`config.mk`:
```
export PLATFORM = sky130hd
export DESIGN_NAME = gn2d_perm_mem
export DESIGN_NICKNAME = d
export VERILOG_FILES = /design/src/rtl/gn2d_perm_mem.sv
export SDC_FILE = /design/constraint.sdc
export NUM_CORES = 2
export LEC_CHECK = 0
export BUFFER_PORTS_ARGS = -buffer_cell sky130_fd_sc_hd__buf_4
export CAP_MARGIN = 10
export CORE_UTILIZATION = 55
export CTS_CLUSTER_DIAMETER = 60
export CTS_CLUSTER_SIZE = 20
export DETAILED_ROUTE_END_ITERATION = 10
export GPL_ROUTABILITY_DRIVEN = 0
export MAX_ROUTING_LAYER = met4
export PLACE_DENSITY_LB_ADDON = 0.1
export REMOVE_ABC_BUFFERS = 1
export SLEW_MARGIN = 20
export SYNTH_ARGS = -nofsm -noshare
export SYNTH_HDL_FRONTEND = slang
export SYNTH_SLANG_ARGS = --single-unit
```
`constraint.sdc`:
```
create_clock -name clock -period 4.65 [get_ports clock]
set_input_delay 1.395 -clock clock [delete_from_list [all_inputs] [get_ports clock]]
set_output_delay 1.395 -clock clock [all_outputs]
set_load 0.1 [all_outputs]
```
`src/rtl/gn2d_perm_mem.sv`:
```
// gn2d_perm_mem: 256 x 8 permutation table copy, one write port and two
// registered read ports. Depends on nothing.
`timescale 1ns / 1ps

module gn2d_perm_mem (
   input  logic       clock,
   input  logic       en,
   input  logic       wr_en,
   input  logic [7:0] wr_addr,
   input  logic [7:0] wr_data,
   input  logic [7:0] rd_addr_a,
   input  logic [7:0] rd_addr_b,
   output logic [7:0] rd_data_a_ff,
   output logic [7:0] rd_data_b_ff
);

   logic [7:0] mem [256];

   always_ff @(posedge clock) begin
      if (en && wr_en) begin
         mem[wr_addr] <= wr_data;
      end
   end

   always_ff @(posedge clock) begin
      if (en) begin
         rd_data_a_ff <= mem[rd_addr_a];
         rd_data_b_ff <= mem[rd_addr_b];
      end
   end

endmodule

```
==> results.cfg <==
[cts]
clk_path_buf_depth = 3
clock-root-buffer = clkbuf_16
post_cts_gate_resize_count = 0
cts_num_sinks = 2064
cts_hold_buf = 0
tritoncts = done
insertion_delay_ns = 0.82
path_clk_slew_ns = 0.08
buffer_count_from_post_cts_setup_fixing = 0
cts_made_buffers = 148
htree_levels = 4

[setup_path]
crit_buf_inv = 5
timing.critical_path.fanout_max = 26
slowest_delay_ns = 0.72
critical-path-slowest-cell = nor3_1
timing.critical_path.max_delay_family = buffers and inverters
cp_data_required_time_ns = 5.19
crit_path_end_kind = register
reg2reg_slack_ns = 1.64
critical_path.cell_chain = buf_8, buf_12, buf_12, buf_4, buf_4, mux4_2, mux2i_1, a211oi_1, nor3_1, nor3_1
critPathKind = in -> reg
setup.worst_path.start_class = input port
arrival_ns = 4.59

[yosys]
synth_cell_type_count = 66
top_area_cell_type_share_of_the_netlist_area_pct = 64.23
post_synth_instance_area_um2 = 96500
yosys_warnings = 0
synth_ff_type = edfxtp_1
synth.largest_area_cell = edfxtp_1
synth.top_cells.by_area = edfxtp_1 (64%), mux4_2 (19%), mux2i_1 (3.4%)
synth.yosys.seq_area_share_pct = 64.23
synth-seq-cells = 2064
synth_async_sr_flop_share_pct = 0
synth-edff-count = 2064
syn_avg_cell_area_um2 = 18.56
synthesis.instances = 5198

[timing]
max_freq_mhz = 247.1
report.final.hold_viol_count = 0
max_slew_margin_pct = 13.22
timing.final.crit_period_ns = 4.046
timing_max_transition_violations_final = 0
max_slew.worst_pin.slew_ns = 1.288
setup_viol = 0
unrepaired_setup_endpoints_after_global_routing = no
final_period_utilization_pct = 87.02
clock-skew-final_ns = 0.03572

[die]
chipWidth_um = 420.9
io_pins = 51
core_region_area_um2 = 174000
dieArea_um2 = 177100
initial_utilization_pct = 55.45
die_y_um = 420.9
fp-row-count = 153

[pwr]
power_density_nw_per_um2 = 351.0
leakage_uw = 0.03482
highest_ir_drop_seen_on_vdd_v = 0.0003796

[global_routing]
grt.total_usage_pct = 36.41
grt_antenna_before_repair = 18
first_global_vias = 57050
maximum_number_of_pins_on_one_net_before_global_route_repair = 116
global_route.overflow_total = 0
grt_pass1_wl_mm = 434.0

[worst_hold_path]
holdCritPathClass = reg -> reg

[finish]
finalNonFillerCells = 8118
filler_cell_count = 12250
storage_element_area_um2 = 61980
finish.utilization_pct = 62.26
synth_to_final_area_change_pct = 12.28
final_nets = 5706
post_route_cells_drive_above_1_share_pct = 32.18
multi_input_comb_area_um2 = 31790

[placement]
post-place-cells = 7846
detailedPlacementHpwl_mm = 212.9
port-buffer-count = 50

[detailed_routing]
avgViaCountPerCell = 7.258
drt-wirelength-per-cell_um = 38.13
antenna_viol_nets_final = 0
drt_pass1_iterations = 6
drt_iter0_drc = 9350
detailroute.via_count = 58920
detail_route.wirelength_mm = 309.6
post-route-drc-count = 0

[run_status]
outcome = completed

[run]
cap_viol_max_count = 0
-- path summary, 6_finish.rpt --
check                             startpoint               to  depth (start not counted)
worst min-delay path             mem[250][3]  rd_data_a_ff[3]                          4
worst max-delay path            rd_addr_a[0]  rd_data_a_ff[6]                         10
worst max register to register   mem[167][0]  rd_data_a_ff[0]                         10
worst min register to register   mem[250][3]  rd_data_a_ff[3]                          4
-- cell type report --
cell class / count / share of cell area, %
Inverter: 8 / 0.02772
Antenna cell: 13 / 0.03003
Clock inverter: 92 / 0.9285
Clock buffer: 167 / 3.622
Timing Repair Buffer: 748 / 6.157
Multi-Input combinational cell: 2701 / 29.35
Sequential cell: 2064 / 57.21
Tap cell: 2325 / 2.685
-- Yosys cell counts (all sizes together) (16+ instances only) --
cell and number:
o22ai 97, o221ai 62, a22oi 292, nor2b 44
edfxtp 2064, a31oi 16, nor2 321, nand4 16
mux2i 332, a221oi 34, clkbuf 151, nor3 61
o21ai 32, a22o 37, nand3 51, a211oi 34
a21oi 183, nand2 72, buf 274, nor4 43
mux4 847
-- worst reg2reg max path: stages (launching register included) --
cell and delay [ns]:
edfxtp_1 0.38, mux4_2 0.54, a22o_1 0.26, a221oi_1 0.40
buf_4 0.20, o22ai_1 0.12, nor3_1 0.25, buf_4 0.18
a41oi_1 0.06, buf_4 0.21, nor3b_2 0.16
-- per-layer routing --
metal	global-route usage, %	wire, um	part of all wire (%)	up-vias
met5	-	0	0	-
met4	13.86	13470	4.4	0
met3	8.977	39690	13	577
met2	52.18	140200	45	4145
met1	50.80	116200	38	30930
li1	-	-	-	23270
-- flip-flops by register name, indices dropped and copies added, names as in the netlist --
signal / flops
mem: 2048
rd_data_a_ff: 8
rd_data_b_ff: 8
-- cell families after synthesis --
family / after synthesis / synth area share (%)
flip-flops: 2064 / 64.23
AO/OA/AOI/OAI: 863 / 6.298
multiplexers: 1181 / 23.34
buffers and inverters: 433 / 2.950
AND/OR/NAND/NOR: 657 / 3.187
-- layout by cell type, fill, tap and decap left out, types with 35 or more instances in the layout --
cell,n
o22ai_1,97
nand2_1,72
buf_12,78
a22o_1,37
buf_4,658
mux4_2,821
o221ai_1,62
nand3_1,51
nor3_1,56
nor2_1,315
a22oi_1,292
mux2i_1,332
a21oi_1,183
clkbuf_16,155
nor2b_1,35
edfxtp_1,2064
-- per-stage QoR --
step | power [uW] | hold slack, ns | worst slack (ns) | cell area, um2 | TNS (ns)
2_1_floorplan | 22440 | 0.8139 | 0.7060 | 93680 | 0
3_3_place_gp | 24630 | 1.034 | -0.3218 | 103400 | -0.8735
3_5_place_dp | 24660 | 1.041 | -0.3003 | 103400 | -0.8499
4_1_cts | 38030 | 1.052 | 0.5696 | 108300 | 0
5_1_grt | 38820 | 1.092 | 0.5494 | 108300 | 0
6_report | 38030 | 1.059 | 0.6037 | 108300 | 0
-- report_power, final --
group	switching [uW]	total, uW	internal, uW
combinational	2390	3800	1400
clock	6840	13700	6860
sequential	52.2	20500	20500
total	9280	38000	28800
Power figures use the tool's default switching activity.
