<file path="src/rtl/gn2d_pkg.sv">
// gn2d_pkg: shared constants, types and the gradient table builder for the
// 2D gradient noise pipeline. No dependencies.
`timescale 1ns / 1ps

package gn2d_pkg;

   localparam int FRAC_BITS_DEF      = 16;
   localparam int COORD_INT_BITS_DEF = 16;

   localparam logic OP_WRITE = 1'b0;
   localparam logic OP_EVAL  = 1'b1;

   localparam int HASH_X    = 713;
   localparam int HASH_Y    = 631;
   localparam int NOISE_MAX = 131071;
   localparam int NOISE_MIN = -131072;

   localparam longint PI_Q30 = 64'sd3373259426;

   typedef longint unsigned      u64_type;
   typedef logic signed [25:0]   grad_type;
   typedef grad_type             grad_rom_type [256];

   // shift-and-subtract quotient, only evaluated while building constant tables
   function automatic u64_type udiv_const(input u64_type n, input u64_type d);
      u64_type q;
      u64_type r;
      q = '0;
      r = '0;
      for (int i = 63; i >= 0; i--) begin
         r = {r[62:0], n[i]};
         if (r >= d) begin
            r    = r - d;
            q[i] = 1'b1;
         end
      end
      return q;
   endfunction

   // Q30 value clamped to [0, 1] and rounded to frac fraction bits
   function automatic longint q30_frac(input longint v, input int frac);
      longint r;
      r = v;
      if (r < 0) r = 0;
      if (r > (longint'(1) << 30)) r = longint'(1) << 30;
      return (r + (longint'(1) << (29 - frac))) >>> (30 - frac);
   endfunction

   // unit gradient table at angle 2*pi*k/255, evaluated at elaboration
   function automatic grad_rom_type grad_rom(input int frac, input bit want_sin);
      grad_rom_type rom;
      longint       t;
      longint       c;
      longint       s;
      u64_type      u;
      u64_type      x2;
      u64_type      term;
      bit           sneg;
      bit           cneg;
      for (int k = 0; k < 256; k++) begin
         t    = longint'(udiv_const(u64_type'(2 * PI_Q30 * longint'(k) + 127),
                                    u64_type'(255)));
         sneg = 1'b0;
         cneg = 1'b0;
         if (t > PI_Q30) begin
            t    = 2 * PI_Q30 - t;
            sneg = 1'b1;
         end
         if (t > (PI_Q30 >>> 1)) begin
            t    = PI_Q30 - t;
            cneg = 1'b1;
         end
         u    = u64_type'(t);
         x2   = (u * u + (u64_type'(1) << 29)) >> 30;
         c    = longint'(1) << 30;
         term = u64_type'(1) << 30;
         for (int n = 1; n <= 10; n++) begin
            term = udiv_const((term * x2) >> 30, u64_type'((2 * n - 1) * (2 * n)));
            c    = n[0] ? c - longint'(term) : c + longint'(term);
         end
         s    = longint'(u);
         term = u;
         for (int n = 1; n <= 10; n++) begin
            term = udiv_const((term * x2) >> 30, u64_type'((2 * n) * (2 * n + 1)));
            s    = n[0] ? s - longint'(term) : s + longint'(term);
         end
         c = q30_frac(c, frac);
         s = q30_frac(s, frac);
         rom[k] = want_sin ? grad_type'(sneg ? -s : s) : grad_type'(cneg ? -c : c);
      end
      return rom;
   endfunction

endpackage

</file>
<file path="src/rtl/gn2d_lerp.sv">
// gn2d_lerp: three-stage smoothstep blend a + round((b - a) * s).
// Uses gn2d_pkg for nothing but house consistency of widths.
`timescale 1ns / 1ps

module gn2d_lerp import gn2d_pkg::*; #(
   parameter int VW        = FRAC_BITS_DEF + 3,
   parameter int FRAC_BITS = FRAC_BITS_DEF
) (
   input  logic                  clock,
   input  logic                  en,
   input  logic signed [VW-1:0]  a,
   input  logic signed [VW-1:0]  b,
   input  logic [FRAC_BITS:0]    s,
   output logic signed [VW:0]    res_ff
);

   localparam int PW = VW + FRAC_BITS + 3;

   logic signed [VW:0]          d_ff;
   logic signed [VW-1:0]        a1_ff;
   logic [FRAC_BITS:0]          s_ff;
   logic signed [PW-1:0]        prod_ff;
   logic signed [VW-1:0]        a2_ff;
   logic signed [PW-1:0]        rnd;
   logic signed [VW:0]          res_in;

   assign rnd    = (prod_ff + (PW'(1) <<< (FRAC_BITS - 1))) >>> FRAC_BITS;
   assign res_in = $signed(rnd[VW:0]) + (VW + 1)'(a2_ff);

   always_ff @(posedge clock) begin
      if (en) begin
         d_ff    <= (VW + 1)'(b) - (VW + 1)'(a);
         a1_ff   <= a;
         s_ff    <= s;
         prod_ff <= PW'(d_ff) * PW'($signed({1'b0, s_ff}));
         a2_ff   <= a1_ff;
         res_ff  <= res_in;
      end
   end

endmodule

</file>
<file path="config.mk">
export PLATFORM = sky130hd
export DESIGN_NAME = gn2d_lerp
export DESIGN_NICKNAME = d
export VERILOG_FILES = /design/src/rtl/gn2d_pkg.sv /design/src/rtl/gn2d_lerp.sv
export SDC_FILE = /design/constraint.sdc
export NUM_CORES = 1
export LEC_CHECK = 0
export ABC_AREA = 1
export CORE_ASPECT_RATIO = 1.4
export CORE_UTILIZATION = 50
export DETAILED_ROUTE_END_ITERATION = 8
export DONT_BUFFER_PORTS = 1
export PLACE_DENSITY = 0.63
export SETUP_SLACK_MARGIN = 0.4
export SLEW_MARGIN = 15
export SYNTH_ARGS = -nofsm -noshare
export SYNTH_HDL_FRONTEND = slang
export SYNTH_SLANG_ARGS = --single-unit
</file>
<file path="constraint.sdc">
create_clock -name clock -period 12.7 [get_ports clock]
set_input_delay 1.905 -clock clock [delete_from_list [all_inputs] [get_ports clock]]
set_output_delay 1.905 -clock clock [all_outputs]
set_load 0.005 [all_outputs]
</file>
==> metrics.yaml, run 1 <==
synth_adder_area_share_pct: 42.5
synth_cell_types: 38
syn_area_um2: 19200
worstRegToRegCells: 20
n_fill_cell: 3615
cp_slowest_cell: "edfxtp_1"
synth-simple-area-share_pct: 17.7
synth_nets: 2877
ctsHtreeMaxLevel: 4
setup_viol: 0
r2r_slack_ns: 6.05
slowest_delay_ns: 1.01
dieArea_um2: 39100
path_common_cell: "fa_1"
synth-seq-cells: 116
clockBufferDepth: 2
worst_slew_pin_slew_ns: 1.07
hold_viol_final: 0
grt_pass1_vias: 16200
hpwl_um: 41600
r2r_end: "prod_ff[31]"
worst_slack_ns: 6.05
clock.fmax_mhz: 150
die_w_um: 168
postCtsHoldBufs: 0
clock_sinks: 116
die_h_um: 234
netlist_instances: 2366
status: "completed"
max_cap_viol_count: 0
drtAntennaViolNets: 0
hp-class: "register to register"
report.final.slew_viol_count: 0
synth_top_family_by_area: "adder cells"
numCtsBuffers: 17
grt_pass1_wl_um: 84200
root_buffer: "clkbuf_16"
crit_chain: "nand2_1 > fa_1 > inv_1 > fa_1 > inv_1 > fa_1 > fa_1 > inv_1 > fa_1 > inv_1 > fa_1 > inv_1 > ha_1 > nand2_1 > nor2_1 > nand2_1 > nor4_1 > nand2_1 > nand3_1 > nand2_1"
worst_setup_path_start_kind: "register"
place_ws_ns: 6.11
viasPerCell: 5.20
drt-initial-drc-count: 752
final_cell_mix: "inv_1 (683), nand2_1 (616), fa_1 (329)"
grt_usage_pct: 28.7
fin_skew_ns: 0.0116
period_minus_slack_ns: 6.65
synth_compound_area_share_pct: 4.20
io_pins: 77
rsz0062_at_grt: "no"
endpoint: "prod_ff[31]"
clk_pin_slew_ns: 0.06
grt_max_degree: 117
routedWlPerCell_um: 18.5
worstReg2RegStart: "s_ff[4]"
slew-limit-headroom_pct: 28.7
muxShareOfSynthArea_pct: 0
dr_total_vias: 14600
cts_tree: "built"
layout-drive-gt1-share_pct: 2.79
grt_antenna_before_repair: 1
final_common_cell: "inv_1"
cts-resized-gates: 0
syn_area_per_cell_um2: 8.10
syn2layout_area_growth_pct: 4.73
start_util_pct: 51.0
arrival_ns: 6.86
final_nets: 2827
crit_type: "register to register"
yosysSeqAreaShare_pct: 18.2
required_ns: 12.90
drt_wl_total_um: 51700
cp-startpoint: "s_ff[4]"
end_kind: "register"
place.gp.congestion: 0.917
post-cts-setup-buffers: 0
fp-row-count: 84
finalCritPeriodShare_pct: 52.4
setup_tns_ns: 0
core_area_um2: 37600
first_pass_iters: 5
clk_latency_ns: 0.45
drc: 0
synth_xor_xnor_area_share_pct: 2.60
yosysWarnings: 0
grt_overflow: 0
cp_max_fo: 20
portBuffers: 0
antenna_cells: 0
## logic make-up after synthesis
family                     after synthesis
AOI/OAI and AO/OA                      147
adders and majority gates              454
DFF                                    116
xor gates and xnor gates                57
buffers and inverters                  759
and+or+nand+nor                        833
## worst min path at each step
stage               from         to  slack, ns  cells past startpoint
2_1_floorplan   a1_ff[0]   a2_ff[0]       0.40                      0
3_3_place_gp    a1_ff[9]   a2_ff[9]       0.40                      0
3_5_place_dp   a1_ff[14]  a2_ff[14]       0.41                      0
4_1_cts         a1_ff[2]   a2_ff[2]       0.43                      0
5_1_grt         a1_ff[2]   a2_ff[2]       0.43                      0
6_report        a1_ff[2]   a2_ff[2]       0.42                      0
## state kept, by name, summed over array words and instances (netlist names)
| signal | flops |
|---|---|
| prod_ff | 21 |
| d_ff | 20 |
| res_ff | 20 |
| a1_ff | 19 |
| a2_ff | 19 |
| s_ff | 17 |
## per-layer routing
metal / GRT usage [%] / routed length [um]
met1: 30.6 / 19000
met2: 54.1 / 27500
met3: 4.12 / 2400
met4: 15.8 / 2820
met5: 0 / 0
## synthesized netlist by cell type, drive strengths merged
cell type / instances / area (um2)
nor4: 3 / 18.8
nand2: 623 / 2360
edfxtp: 116 / 3480
a31oi: 4 / 25.0
fa: 329 / 6590
or2: 2 / 12.5
and2: 1 / 6.26
a21oi: 73 / 369
a21o: 5 / 37.5
clkbuf: 71 / 267
nand3: 60 / 310
nand4: 11 / 68.8
a21boi: 6 / 52.5
o21a: 2 / 15.0
ha: 125 / 1560
buf: 3 / 13.8
nand3b: 2 / 15.0
and3: 2 / 12.5
inv: 685 / 2570
xor2: 42 / 368
o21ai: 50 / 254
o21bai: 7 / 52.6
nor3: 17 / 105
nor2: 110 / 455
xnor2: 15 / 131
nor3b: 2 / 25.0
## area by class of cell
| class | count | area [um2] | area share (%) |
|---|---|---|---|
| flip-flops and latches | 116 | 3480 | 17.3 |
| clock inverters | 14 | 129 | 0.642 |
| inverters | 685 | 2570 | 12.8 |
| clock buffers | 18 | 429 | 2.14 |
| repair buffers | 5 | 37.5 | 0.187 |
| multi-input cells | 1491 | 12800 | 63.9 |
| well taps | 473 | 592 | 2.95 |
## stage by stage
stage / cells / util (%) / cell area, um2 / hold WS (ns)
after detailed placement: 2770 / 51.9 / 19500 / 0.406
after CTS: 2802 / 53.4 / 20100 / 0.425
after global placement: 2770 / 51.9 / 19500 / 0.404
final: 2802 / 53.4 / 20100 / 0.422
after global routing: 2802 / 53.4 / 20100 / 0.432
after floorplan: 2366 / - / 19200 / 0.400
## worst max-delay path, delay by kind of cell (launching register included)
kind,cells,cell delay (ns)
DFF,1,1.01
buffers and inverters,5,0.48
and+or+nand+nor,8,1.16
adders and majority gates,7,3.76
Power of run 1 is not shown: default switching activity piles up to over one toggle a cycle in this logic, so the estimate is an artifact.
==> run 2, diff against run 1 <==
--- a/config.mk
+++ b/config.mk
@@ -10,7 +10,7 @@
 export CORE_UTILIZATION = 50
 export DETAILED_ROUTE_END_ITERATION = 8
 export DONT_BUFFER_PORTS = 1
-export PLACE_DENSITY = 0.63
+export PLACE_DENSITY = 0.66
 export SETUP_SLACK_MARGIN = 0.4
 export SLEW_MARGIN = 15
 export SYNTH_ARGS = -nofsm -noshare
==> constraint.sdc (replaced) <==
create_clock -name clock -period 5.6 [get_ports clock]
set_input_delay 0.84 -clock clock [delete_from_list [all_inputs] [get_ports clock]]
set_output_delay 0.84 -clock clock [all_outputs]
set_load 0.005 [all_outputs]
==> metrics.yaml, run 2 (synthesis gave the netlist of run 1 again) <==
status: "completed"
clockBufferDepth: 2  # unchanged
final_common_cell: "inv_1"
cts_tree: "built"
setup_viol: 0  # unchanged
slew-limit-headroom_pct: 49.3  # +21 points
cp_slowest_cell: "fa_2"
max_cap_viol_count: 0  # unchanged
arrival_ns: 5.66  # -1.20 ns
dieArea_um2: 39100  # unchanged
grt_pass1_wl_um: 86100  # +2.2%
period_minus_slack_ns: 5.45  # -1.21 ns
place.gp.congestion: 0.925  # +0.92%
die_w_um: 168  # unchanged
grt_pass1_vias: 17100  # +5.6%
clk_pin_slew_ns: 0.06  # about the same
postCtsHoldBufs: 0  # unchanged
hpwl_um: 42700  # +2.6%
ctsHtreeMaxLevel: 4  # unchanged
worst_slew_pin_slew_ns: 0.752  # -0.318 ns
finalCritPeriodShare_pct: 97.3  # +45 points
drt_wl_total_um: 54300  # +5.1%
die_h_um: 234  # unchanged
worst_setup_path_start_kind: "register"
top_register: "prod_ff"
start_util_pct: 51.0  # unchanged
drc: 0  # unchanged
routedWlPerCell_um: 18.1  # -1.8%
first_pass_iters: 6  # +1
io_pins: 77  # unchanged
crit_cells: 21  # +5.0%
grt_overflow: 0  # unchanged
worst_slack_ns: 0.153  # -5.89 ns
largest_reg_flops: 21  # unchanged
portBuffers: 0  # unchanged
clock_sinks: 116  # unchanged
n_fill_cell: 3194  # -12%
grt_max_degree: 117  # unchanged
drt-initial-drc-count: 768  # +2.1%
grt_antenna_before_repair: 0  # -1
layout-drive-gt1-share_pct: 21.6  # +19 points
multi_input_area_um2: 14000  # +9.4%
required_ns: 5.82  # -7.08 ns
fp-row-count: 84  # unchanged
core_area_um2: 37600  # unchanged
seq_area_um2: 3480  # unchanged
report.final.slew_viol_count: 0  # unchanged
root_buffer: "clkbuf_16"
drtAntennaViolNets: 0  # unchanged
viasPerCell: 5.19  # -0.19%
hp-class: "register to register"
rsz0062_at_grt: "yes"
worstRegToRegCells: 21  # +5.0%
hold_viol_final: 0  # unchanged
crit_buf_inv: 5  # unchanged
cp_max_fo: 5  # -75%
top_regs: "prod_ff: 21 flops, d_ff: 20 flops, res_ff: 20 flops"
syn2layout_area_growth_pct: 21.2
crit_type: "register to register"
final_nets: 3023  # +6.9%
clk_latency_ns: 0.47  # +0.02 ns
fin_skew_ns: 0.0188  # +0.00722 ns
end_kind: "register"
clock.fmax_mhz: 184  # +22%
slowest_delay_ns: 0.65  # -0.36 ns
dr_total_vias: 15600  # +6.8%
grt_usage_pct: 29.2  # +0.49 points
critPathTopFamily: "adder cells"
final_cell_mix: "inv_1 (619), nand2_1 (537), fa_1 (296)"
crit_chain: "buf_4 > nand2_2 > fa_2 > inv_2 > fa_2 > buf_6 > fa_1 > fa_1 > fa_1 > inv_2 > fa_1 > inv_2 > ha_4 > nand2_2 > nand2_2 > a31oi_1 > nand2_1 > a21oi_2 > nand2_1 > nand2_1 > nand2_1"
numCtsBuffers: 17  # unchanged
min_path_cells: 0  # unchanged
place_ws_ns: -0.151  # -6.26 ns
==> run 2: cell count changes in the layout (fill, tap and decap cells not counted), moves of 56 or more <==
cell     before  now
nand2_2       7   63
nand2_1     616  537
inv_2         2   65
inv_1       683  619
buf_4         5  142
==> run 2: area by class of cell <==
class	count	share of cell area [%]
Timing Repair Buffer	201	8.69
Multi-Input combinational cell	1491	60.4
Clock buffer	17	1.83
Tap cell	473	2.55
Antenna cell	1	0.0108
Sequential cell	116	15.0
Inverter	685	11.1
Clock inverter	15	0.479
==> run 2: final timing paths <==
check | start | slack [ns] | to
worst min register to register | a1_ff[5] | 0.42 | a2_ff[5]
worst max-delay path | s_ff[5] | 0.15 | prod_ff[32]
worst min-delay path | a1_ff[5] | 0.42 | a2_ff[5]
worst max register to register | s_ff[5] | 0.15 | prod_ff[32]
==> run 2: stage by stage <==
stage	instance area (um2)	hold WS (ns)	util, %	TNS [ns]	std cells
floorplan	19300	0.400	-	0	2366
detailed placement	20700	0.405	55.0	-0.487	2884
CTS	22500	0.420	59.9	0	2969
global placement	20700	0.408	55.0	-0.299	2884
finish	23200	0.418	61.8	0	2999
global route	23200	0.432	61.8	-0.0368	2998
==> run 2: layer usage <==
layer	wire length, um	vias to the layer above	track usage [%]	part of all wire, %
li1	-	7191	-	-
met1	18800	7608	29.1	35
met2	28900	563	55.1	53
met3	2590	216	4.93	4.8
met4	4030	0	20.1	7.4
met5	0	-	0	0
==> run 2: timing repair <==
action / CTS / global route
resized for setup: 203 / 172
pin swaps: 113 / 102
setup endpoints to repair: 21 / 21
cloned: 4 / 0
buffers inserted: 49 / 29
Power of run 2 is left out for the same reason.
==> run 3, diff against run 2 <==
--- a/config.mk
+++ b/config.mk
@@ -6,11 +6,13 @@
 export NUM_CORES = 1
 export LEC_CHECK = 0
 export ABC_AREA = 1
+export CELL_PAD_IN_SITES_DETAIL_PLACEMENT = 1
+export CELL_PAD_IN_SITES_GLOBAL_PLACEMENT = 2
 export CORE_ASPECT_RATIO = 1.4
-export CORE_UTILIZATION = 50
+export CORE_UTILIZATION = 37
 export DETAILED_ROUTE_END_ITERATION = 8
 export DONT_BUFFER_PORTS = 1
-export PLACE_DENSITY = 0.66
+export PLACE_DENSITY = 0.77
 export SETUP_SLACK_MARGIN = 0.4
 export SLEW_MARGIN = 15
 export SYNTH_ARGS = -nofsm -noshare
==> metrics.yaml, run 3 (synthesis gave the netlist of run 1 again) <==
grt_pass1_vias: 17300  # +1.2%
antenna_cells: 0  # -1
top_register: "prod_ff"
finalCritPeriodShare_pct: 98.3  # +1.1 points
hp-class: "register to register"
setup_viol: 0  # unchanged
clk_pin_slew_ns: 0.07  # about the same
core_area_um2: 51100  # +36%
io_pins: 77  # unchanged
status: "completed"
routedWlPerCell_um: 19.2  # +6.1%
syn2layout_area_growth_pct: 17.4
grt_antenna_before_repair: 0  # unchanged
clk_latency_ns: 0.48  # about the same
dr_total_vias: 15200  # -2.6%
drc: 0  # unchanged
fin_skew_ns: 0.0222  # +0.00335 ns
top_regs: "prod_ff: 21 flops, d_ff: 20 flops, res_ff: 20 flops"
worst_setup_path_start_kind: "register"
arrival_ns: 5.71  # +0.05 ns
ctsHtreeMaxLevel: 4  # unchanged
drt_wl_total_um: 59900  # +10%
fin_area_um2: 22500  # -3.1%
die_h_um: 271  # +16%
layout-drive-gt1-share_pct: 15.2  # -6.4 points
root_buffer: "clkbuf_16"
viasPerCell: 4.87  # -6.3%
grt_max_degree: 117  # unchanged
worst_slew_pin_slew_ns: 0.722  # -0.0299 ns
final_common_cell: "inv_1"
cp_slowest_cell: "fa_2"
grt_usage_pct: 23.8  # -5.4 points
crit_buf_inv: 7  # +2
cp_max_fo: 13  # +8
slew-limit-headroom_pct: 51.4  # +2.0 points
slowest_delay_ns: 0.60  # -0.05 ns
required_ns: 5.80  # -0.02 ns
clock.fmax_mhz: 182  # -1.1%
crit_type: "register to register"
place.gp.congestion: 0.901  # -2.6%
critPathTopFamily: "adder cells"
clockBufferDepth: 2  # unchanged
rsz0062_at_grt: "yes"
dieArea_um2: 52800  # +35%
crit_chain: "buf_12 > nand2_1 > inv_1 > fa_1 > inv_2 > fa_2 > fa_1 > fa_1 > inv_1 > fa_1 > inv_1 > fa_1 > inv_2 > ha_4 > nand2_2 > inv_2 > nand2_1 > nand2_2 > nand2_1 > and2_4 > or2_1 > nand4_1 > nand2_2"
cts_tree: "built"
final_nets: 2966  # -1.9%
die_w_um: 194  # +16%
end_kind: "register"
grt_pass1_wl_um: 94500  # +9.9%
portBuffers: 0  # unchanged
hpwl_um: 50500  # +18%
numCtsBuffers: 17  # unchanged
start_util_pct: 37.5  # -13 points
hold_viol_final: 0  # unchanged
period_minus_slack_ns: 5.51  # +0.0599 ns
grt_overflow: 0  # unchanged
fp-row-count: 98  # +17%
postCtsHoldBufs: 0  # unchanged
place_area_um2: 20900  # +0.93%
report.final.slew_viol_count: 0  # unchanged
clock_sinks: 116  # unchanged
final_cell_mix: "inv_1 (657), nand2_1 (574), fa_1 (303)"
drtAntennaViolNets: 0  # unchanged
drt-initial-drc-count: 424  # -45%
largest_reg_flops: 21  # unchanged
first_pass_iters: 4  # -2
max_cap_viol_count: 0  # unchanged
path_common_cell: "fa_1"
-- run 3: metal layers --
layer  up-vias  track usage, %  part of all wire (%)  wire length (um)
met4         0            11.2                   5.0              2970
met2       200            47.0                    55             33200
met1      7805            24.8                    38             22600
met3        95            2.51                   1.9              1170
met5         -               0                     0                 0
li1       7070               -                     -                 -
-- run 3: final timing paths --
kind	from	slack, ns	cells after the start	to
setup / recovery	s_ff[6]	0.09	23	prod_ff[27]
hold / removal	a1_ff[6]	0.42	0	a2_ff[6]
setup reg to reg	s_ff[6]	0.09	23	prod_ff[27]
hold reg to reg	a1_ff[6]	0.42	0	a2_ff[6]
-- run 3: area by class of cell --
cell class	instances	area [um2]
Clock buffer	17	425
Clock inverter	15	155
Fill cell	6086	28600
Inverter	685	2570
Multi-Input combinational cell	1491	13600
Sequential cell	116	3480
Tap cell	650	813
Timing Repair Buffer	144	1470
-- run 3: through the flow --
step / hold WS, ns / worst slack (ns) / utilization [%] / instances / TNS, ns
floorplan: 0.400 / 0.375 / - / 2366 / 0
finish: 0.423 / 0.0933 / 44.0 / 3118 / 0
global route: 0.430 / -0.0945 / 44.0 / 3118 / -0.714
detailed placement: 0.407 / -0.227 / 40.8 / 3057 / -2.06
global placement: 0.407 / -0.178 / 40.8 / 3057 / -1.27
CTS: 0.421 / 0.0664 / 43.2 / 3106 / 0
-- run 3: what timing repair did --
| action | CTS | global route |
|---|---|---|
| gates cloned | 0 | 2 |
| pin swaps | 24 | 40 |
| resized for setup | 112 | 92 |
| setup buffers | 17 | 10 |
| endpoints found under the setup margin | 21 | 21 |
Power of run 3 is left out for the same reason.
